File: config.mk
export PLATFORM = sky130hd
export DESIGN_NAME = fsamb_cell
export DESIGN_NICKNAME = d
export VERILOG_FILES = /design/src/sv/fsamb_pkg.sv /design/src/sv/fsamb_cell.sv
export SDC_FILE = /design/constraint.sdc
export NUM_CORES = 1
export LEC_CHECK = 0
export BUFFER_PORTS_ARGS = -buffer_cell sky130_fd_sc_hd__buf_2
export CORE_MARGIN = 8
export CORE_UTILIZATION = 36
export CTS_BUF_LIST = sky130_fd_sc_hd__clkbuf_16
export DETAILED_ROUTE_END_ITERATION = 10
export PLACE_DENSITY = 0.68
export SLEW_MARGIN = 30
export SYNTH_ARGS = -nofsm -noshare
export SYNTH_HDL_FRONTEND = slang
export SYNTH_SLANG_ARGS = --single-unit
File: constraint.sdc
create_clock -name clk -period 0.9 [get_ports clk]
set_clock_uncertainty 0.15 [all_clocks]
set_input_delay 0 -clock clk [delete_from_list [all_inputs] [get_ports clk]]
set_output_delay 0 -clock clk [all_outputs]
set_load 0.005 [all_outputs]
File: src/sv/fsamb_pkg.sv
package fsamb_pkg;

  localparam int HILBERT_TAPS = 64;
  localparam int TAP_W        = $clog2(HILBERT_TAPS);
  localparam int REAL_TAP     = HILBERT_TAPS / 2;

  localparam longint Q30_ONE  = 64'sd1073741824;

  // configuration register indexes
  localparam logic [2:0] REG_STEP_TARGET = 3'd0;
  localparam logic [2:0] REG_SMOOTH      = 3'd1;
  localparam logic [2:0] REG_ENGINE      = 3'd2;
  localparam logic [2:0] REG_STEREO      = 3'd3;
  localparam logic [2:0] REG_SHAPE       = 3'd4;
  localparam logic [2:0] REG_AM_INVERT   = 3'd5;
  localparam logic [2:0] REG_MIX         = 3'd6;
  localparam logic [2:0] REG_BYPASS_THR  = 3'd7;

  typedef logic signed [23:0] sample_t;
  typedef logic signed [31:0] coef_t;
  typedef coef_t coef_tab_t [HILBERT_TAPS];
  typedef logic signed [31:0] horner_tab_t [4];

  // quarter-wave polynomial, Horner order after the leading term
  localparam logic signed [31:0] SIN_LEAD = 32'sd172272;
  localparam horner_tab_t SIN_HORNER = '{
    -32'sd5026995, 32'sd85569306, -32'sd693598669, 32'sd1686629713
  };

  typedef enum logic [1:0] {
    ST_IDLE,
    ST_FIR,
    ST_POST,
    ST_DONE
  } state_t;

  function automatic longint sinq_f(logic [31:0] p);
    logic [1:0] q;
    longint f, t, t2, a, r;
    q  = p[31:30];
    f  = longint'({34'd0, p[29:0]});
    t  = q[0] ? (Q30_ONE - f) : f;
    t2 = (t * t) >>> 30;
    a  = longint'(SIN_LEAD);
    for (int i = 0; i < 4; i++) begin
      a = longint'(SIN_HORNER[i]) + ((a * t2) >>> 30);
    end
    r = (a * t) >>> 30;
    if (r > Q30_ONE) r = Q30_ONE;
    if (r < 0) r = 0;
    return q[1] ? -r : r;
  endfunction

  // shift-and-subtract quotient, only used while building constant tables
  function automatic longint unsigned udiv_f(longint unsigned num, longint unsigned den);
    longint unsigned q, rem;
    q   = '0;
    rem = '0;
    for (int b = 63; b >= 0; b--) begin
      rem = {rem[62:0], num[b]};
      if (rem >= den) begin
        rem  = rem - den;
        q[b] = 1'b1;
      end
    end
    return q;
  endfunction

  // Blackman-windowed Hilbert taps, Q30
  function automatic coef_tab_t build_coefs();
    coef_tab_t tab;
    longint n, g, c1, c2, w;
    longint unsigned phl, gmag;
    logic [31:0] ph;
    for (int i = 0; i < HILBERT_TAPS; i++) begin
      n = longint'(i) - longint'(REAL_TAP);
      // quotient truncates toward zero
      if (n[0]) begin
        gmag = udiv_f(64'd683565276, longint'((n < 0) ? -n : n));
        g    = (n < 0) ? -longint'(gmag) : longint'(gmag);
      end else begin
        g = 64'sd0;
      end
      phl = udiv_f(longint'(i) << 32, longint'(HILBERT_TAPS - 1));
      ph  = phl[31:0];
      c1  = sinq_f(ph + 32'h4000_0000);
      c2  = sinq_f((ph << 1) + 32'h4000_0000);
      w   = 64'sd450971566 - (c1 >>> 1) + ((c2 * 64'sd85899346) >>> 30);
      tab[i] = coef_t'((g * w) >>> 30);
    end
    return tab;
  endfunction

  localparam coef_tab_t COEF = build_coefs();

endpackage

File: src/sv/fsamb_cell.sv
module fsamb_cell (
  input  logic              clk,
  input  logic              rst_n,
  input  logic              en,
  input  fsamb_pkg::sample_t d_l,
  input  fsamb_pkg::sample_t d_r,
  output fsamb_pkg::sample_t q_l,
  output fsamb_pkg::sample_t q_r
);
  import fsamb_pkg::*;

  sample_t l_r, r_r;

  always_ff @(posedge clk) begin
    if (!rst_n) begin
      l_r <= '0;
      r_r <= '0;
    end else if (en) begin
      l_r <= d_l;
      r_r <= d_r;
    end
  end

  assign q_l = l_r;
  assign q_r = r_r;

endmodule

== Word level (Yosys, flattened, before mapping) ==
Index checks and enable logic that the tools add are counted.

* Logic and storage cells: 2
* Input bits: 51
* Output and inout bits: 48
* Register bits after elaboration: 48

== Depth between registers and ports, before layout ==
Gate-level depths: netlist of run 1.

* Word-level depth: 0
* Gate-level depth with buffers: 5
* Mapped depth without buffers: 2

== Least setup slack after synthesis of run 1 ==
Ideal clock, no wire load.

* Kind: input-to-reg
* From: input port en
* To: register l_r[10] (netlist: q_l[10])
* Required time: 0.634 ns
* Setup slack: 0.045 ns
* Stages on the path: 5
* Setup time: 0.116 ns
* Arrival: 0.589 ns
* Cell sequence: buf_4 -> buf_12 -> buf_12 -> mux2i_1 -> nor2b_1

{| class="wikitable"
|+ RTL lines
! what !! RTL line !! RTL
|-
| start: declaration || fsamb_cell.sv:4 || <nowiki>input logic en,</nowiki>
|-
| end signal: assignment || fsamb_cell.sv:19 || <nowiki>l_r <= d_l;</nowiki>
|-
| end: declaration || fsamb_cell.sv:12 || <nowiki>sample_t l_r, r_r;</nowiki>
|}

== Final worst setup path of run 1 ==
* From: register l_r[1] (netlist: q_l[1])
* To: output port q_l[1]

{| class="wikitable"
|+ RTL lines
! what !! RTL line !! RTL
|-
| end: declaration || fsamb_cell.sv:7 || <nowiki>output fsamb_pkg::sample_t q_l,</nowiki>
|}

No word-level cell between the ends.

==> run_results.csv, run 1 <==
group,metric,value,unit
worst_setup_path,cp.required,0.75,ns
hold_path,hold_depth,4,
timing,holdWs,0.1190,ns
synth,synth-simple-area-share,16.27,%
cts,cts_setup_buffers,0,
global_routing,grt_pass1_wl,8.107,mm
timing,period_share,100.7,%
routing,viasPerCell,4.249,
power_and_ir_drop,p_per_area,1586,mW/mm²
timing,finalSetupViolations,1,
timing,layout_min_cycle_time,0.9064,ns
floorplanning,core_area,0.005042,mm²
layout,syn2layout_area_growth,65.22,%
worst_setup_path,worst_path_max_delay_cell,"dfxtp_1",
power_and_ir_drop,leakage,1.509,nW
placement,io_buffers,98,
hold_path,hp-class,"in -> reg",
synth,synth.top_cell.area_share,52.07,%
synth,synth_area_leaders,"dfxtp_1 (52%), mux2i_1 (26%), nor2b_1 (16%)",
routing,wire_per_inst,13.71,µm
routing,drtIter0Drc,81,
timing,rsz0062_at_grt,"yes",
worst_setup_path,endpoint,"q_l[1]",
cts,numClockSinks,48,
synth,ys_seq_area_share,52.07,%
timing,tightest_slew,0.6540,ns
cts,htreeDepth,2,
floorplanning,die_h,87.60,µm
worst_setup_path,path_max_fanout,2,
floorplanning,dieArea,0.007674,mm²
flow_run,maxCapViolCount,0,
synth,synthCells,155,
synth,yosys_warnings,0,
timing,fmax,1103,MHz
timing,layout_setup_ws,-0.006436,ns
global_routing,grt_max_degree,49,
cts,ctsLongestPathBuffers,2,
routing,ant_nets,0,
worst_setup_path,crit_family,"flip-flops",
synth,syn-cell-area,0.001846,mm²
cts,cts_buffers,5,
worst_setup_path,r2r_cells,2,
worst_setup_path,end_kind,"output pin",
floorplanning,die_w,87.60,µm
worst_setup_path,arrival,0.76,ns
placement,gp_congestion,0.6651,
worst_setup_path,r2r-start,"q_r[20]",
global_routing,gr-total-overflow,0,
status,status,"complete, but fails checks",
synth,synth_adder_area_share,0,%
worst_setup_path,path_cells,"buf_2",
cts,cts-root-buf,"clkbuf_16",
status,failed_checks,"setup timing",
layout,layout-drive-gt1-share,47.67,%
routing,routed_wl,5.071,mm
worst_setup_path,path_depth,1,
worst_setup_path,reg2reg_slack,0.08,ns
timing,slew_violations,0,
timing,finalHoldViolations,0,
routing,vias,1572,
synth,synth_compound_area_share,0,%
worst_setup_path,timing.critical_path.buf_inv,1,
worst_setup_path,cp-startpoint,"q_l[1]",
worst_setup_path,start_kind,"flip-flop",
synth,synth.mux.area_fraction,26.03,%
hold_path,worstHoldStart,"en",
global_routing,grt_pass1_vias,1757,
cts,cts_tree,"yes",
floorplanning,initial_core_util,36.60,%
synth,synth_xor_area_share,0,%
floorplanning,fp-row-count,26,
layout,n_antenna_cell,0,
placement,dp_hpwl,2.960,mm
worst_setup_path,path_class,"reg -> out",
synth,synth_top_family_by_area,"multiplexers",
power_and_ir_drop,finalPower,4.836,mW
routing,drc,0,
worst_setup_path,crit_path_max_incr_delay,0.35,ns
synth,ys_seq_elements,48,
synth,avgSynthCellArea,11.91,µm²
floorplanning,io_pins,99,
timing,slew_headroom,56.40,%
layout,nNetsFinal,350,
global_routing,grt_usage,13.30,%
synth,syn_nets,206,
synth,yosysTopAreaCell,"dfxtp_1",
power_and_ir_drop,peakVddDrop,0.7735,mV
cts,clock_latency,0.27,ns
worst_setup_path,r2r_end,"q_r[20]",
routing,dr.pass1.iters,4,
synth,yosysUniqueCellTypes,7,
cts,clk_pin_slew,0.07,ns
global_routing,antenna_found_initial,0,
-- Yosys cell counts --
library cell  count
buf_12            3
clkbuf_1          3
nor2b_1          48
buf_4             3
mux2i_1          48
buf_2             2
dfxtp_1          48
-- state kept, by name, summed over array words and instances, names as in the netlist --
signal and count:
q_r 24, q_l 24
-- stage by stage --
step	area [µm²]	cells	TNS [ns]	utilization (%)	setup WS [ns]
floorplan	1846	155	0	-	0.04459
global placement	2360	314	-2.221	46.80	-0.05304
detailed placement	2360	314	-3.030	46.80	-0.07873
CTS	2982	370	0	59.13	0.005843
global route	3049	370	-0.04689	60.47	-0.03123
finish	3049	370	-0.006436	60.47	-0.006436
-- per-layer routing --
metal	GRT usage, %	vias to the layer above	share of wire, %
met3	7.880	2	12
li1	-	796	-
met5	0	-	0
met4	3.281	0	0.37
met2	21.83	71	45
met1	14.25	703	43
-- worst min-delay path by stage --
stage	endpoint	slack, ns
2_1_floorplan	q_l[21]	0.02
3_3_place_gp	q_r[19]	0.10
3_5_place_dp	q_r[21]	0.12
4_1_cts	q_r[4]	0.12
5_1_grt	q_l[15]	0.14
6_report	q_r[4]	0.12
-- layout make-up --
cell class	instances	area, µm²
clock inverter	3	13.76
tap	70	87.58
fill	403	1993
sequential	48	1006
clock buffer	5	125.1
timing repair buffer	148	1036
multi-input combinational	96	780.7
-- report_power, final --
group	internal, mW	leakage, nW	total, mW	switching [mW]
sequential	2.27	0.409	2.33	0.0618
clock	1.01	0.0710	1.74	0.735
combinational	0.477	1.03	0.759	0.282
total	3.76	1.51	4.84	1.08
-- cells by family after synthesis --
logic type    Yosys count
buf+inv                11
simple gates           48
mux                    48
flops                  48
-- repair_timing --
| action | 4_1_cts | 5_1_grt |
|---|---|---|
| endpoints found under the hold margin | 48 | 0 |
| hold buffers | 48 | 0 |
| resized for setup | 2 | 38 |
| endpoints found under the setup margin | 2 | 36 |
-- cells in the final DEF, fill, tap and decap left out, drive strengths merged --
cell         synthesis  layout
buf                  8     100
mux2i               48      48
clkinv               0       3
clkbuf               3       5
dfxtp               48      48
nor2b               48      48
dlygate4sd3          0      48
(Power assumes the default switching activity.)
==> run 2: changes to the inputs <==
--- a/config.mk
+++ b/config.mk
@@ -6,6 +6,7 @@
 export NUM_CORES = 1
 export LEC_CHECK = 0
 export BUFFER_PORTS_ARGS = -buffer_cell sky130_fd_sc_hd__buf_2
+export CORE_ASPECT_RATIO = 0.7
 export CORE_MARGIN = 8
 export CORE_UTILIZATION = 36
 export CTS_BUF_LIST = sky130_fd_sc_hd__clkbuf_16
==> run 2 against run 1 <==
Final cell count down 0.27%. Largest power group unchanged. Largest cell class unchanged. Count of clock-buffer cells in the layout stayed put. Combinational power is 1% higher. Critical path depth unchanged. Critical path type unchanged. Final area rose by 1.5%. The run still ends with setup timing left.
==> run_results.csv, run 2 (synthesized netlist as in run 1, its figures left out) <==
group,metric,value,unit
cts,clk_pin_slew,0.06,ns
timing,fmax,1101,MHz
floorplanning,die_h,75.91,µm
worst_setup_path,path_max_fanout,2,
layout,layout-drive-gt1-share,47.16,%
layout,syn2layout_area_growth,67.66,%
global_routing,grt_usage,13.32,%
floorplanning,io_pins,99,
cts,clock_latency,0.28,ns
status,status,"complete, but fails checks",
global_routing,antenna_found_initial,1,
cts,cts_buffers,5,
timing,period_share,100.9,%
cts,cts_tree,"yes",
layout,instances_no_fill,369,
routing,drc,0,
timing,slew_headroom,56.08,%
worst_setup_path,cp-startpoint,"q_l[17]",
worst_setup_path,crit_path_max_incr_delay,0.35,ns
worst_setup_path,start_kind,"flip-flop",
global_routing,grt_max_degree,49,
hold_path,worstHoldStart,"en",
routing,wire_per_inst,14.16,µm
worst_setup_path,worst_path_max_delay_cell,"dfxtp_1",
placement,dp_cells,313,
floorplanning,die_w,101.6,µm
global_routing,grt_pass1_vias,1648,
worst_setup_path,path_class,"reg -> out",
worst_setup_path,path_cells,"buf_2",
layout,final_cell_mix,"buf_2 (89), mux2i_1 (48), nor2b_1 (48), dlygate4sd3_1 (48), dfxtp_2 (36)",
routing,dr.pass1.iters,2,
placement,dp_hpwl,3.164,mm
floorplanning,dieArea,0.007710,mm²
floorplanning,core_area,0.004861,mm²
timing,rsz0062_at_grt,"yes",
status,failed_checks,"setup timing",
routing,ant_nets,0,
routing,routed.top_layer,"met4",
layout,seq_area,0.001006,mm²
global_routing,grt_pass1_wl,8.314,mm
layout,nNetsFinal,349,
worst_setup_path,end_kind,"output pin",
worst_setup_path,arrival,0.76,ns
routing,routed_wl,5.225,mm
routing,dr_wl_met3,553,µm
cts,cts-root-buf,"clkbuf_16",
timing,holdWs,0.1201,ns
routing,viasPerCell,4.263,
hold_path,hp-class,"in -> reg",
cts,ctsLongestPathBuffers,2,
placement,io_buffers,98,
global_routing,gr-total-overflow,0,
worst_setup_path,timing.critical_path.buf_inv,1,
floorplanning,fp-row-count,21,
timing,layout_setup_ws,-0.008372,ns
cts,numClockSinks,48,
layout,final_util,63.66,%
placement,gp_congestion,0.6649,
floorplanning,initial_core_util,37.97,%
routing,drt-met1-wl,2.275,mm
flow_run,maxCapViolCount,0,
timing,finalHoldViolations,0,
routing,wl_met2,2.297,mm
power_and_ir_drop,peakVddDrop,0.9226,mV
routing,drtIter0Drc,59,
timing,slew_violations,0,
routing,vias,1573,
layout,layout_commonest_cell,"buf_2",
timing,finalSetupViolations,1,
worst_setup_path,crit_family,"flip-flops",
cts,htreeDepth,2,
layout,multi_input_comb_area,780.7,µm²
power_and_ir_drop,p_per_area,1660,mW/mm²
worst_setup_path,r2r-start,"q_l[17]",
power_and_ir_drop,leakage,1.517,nW
timing,tightest_slew,0.6587,ns
worst_setup_path,cp.required,0.75,ns
layout,num-fill-cells,382,
timing,layout_min_cycle_time,0.9084,ns
==> run 2: timing repair <==
item                       in CTS  in global routing
resized for setup               3                 41
setup endpoints to repair       3                 37
hold endpoints to repair       48                  0
hold buffers                   48                  0
buffers inserted                0                  0
==> run 2: per-layer routing <==
metal / track usage (%) / vias to the layer above
met2: 20.46 / 68
met1: 15.86 / 700
li1: - / 795
met3: 6.204 / 10
met5: 0 / -
met4: 4.444 / 0
==> run 2: tightest hold or removal path, delay by kind of cell <==
family        cells  cell delay [ns]
buf+inv           2             0.30
mux               1             0.15
simple gates      1             0.05
==> run 2: where the power goes <==
group | internal (mW) | total, mW | switching, mW | leakage, nW
Combinational | 0.487 | 0.767 | 0.280 | 1.03
Sequential | 2.27 | 2.34 | 0.0678 | 0.409
Clock | 1.29 | 2.03 | 0.739 | 0.0789
==> run 2: stage by stage <==
step	setup TNS, ns	power, mW	setup slack, ns	instance area, µm²
2_1_floorplan	0	2.680	0.04459	1846
5_1_grt	-0.07337	5.377	-0.03975	3094
3_5_place_dp	-3.049	2.939	-0.08763	2359
4_1_cts	0	5.136	0.01009	3005
3_3_place_gp	-1.991	2.925	-0.04994	2359
6_report	-0.008372	5.135	-0.008372	3094
==> run 2: path summary, 6_finish.rpt <==
check,endpoint,slack (ns),cells after the start
setup reg to reg,q_l[17],0.11,2
hold reg to reg,q_r[0],0.35,2
setup / recovery,q_l[17],-0.008,1
hold / removal,q_r[15],0.12,4
==> run 2: cell type report <==
class,instances,share of cell area [%]
antenna,1,0.08087
clock inverter,3,1.213
tap,69,2.790
multi-input combinational,96,25.23
clock buffer,5,4.044
timing repair buffer,147,34.13
sequential,48,32.51
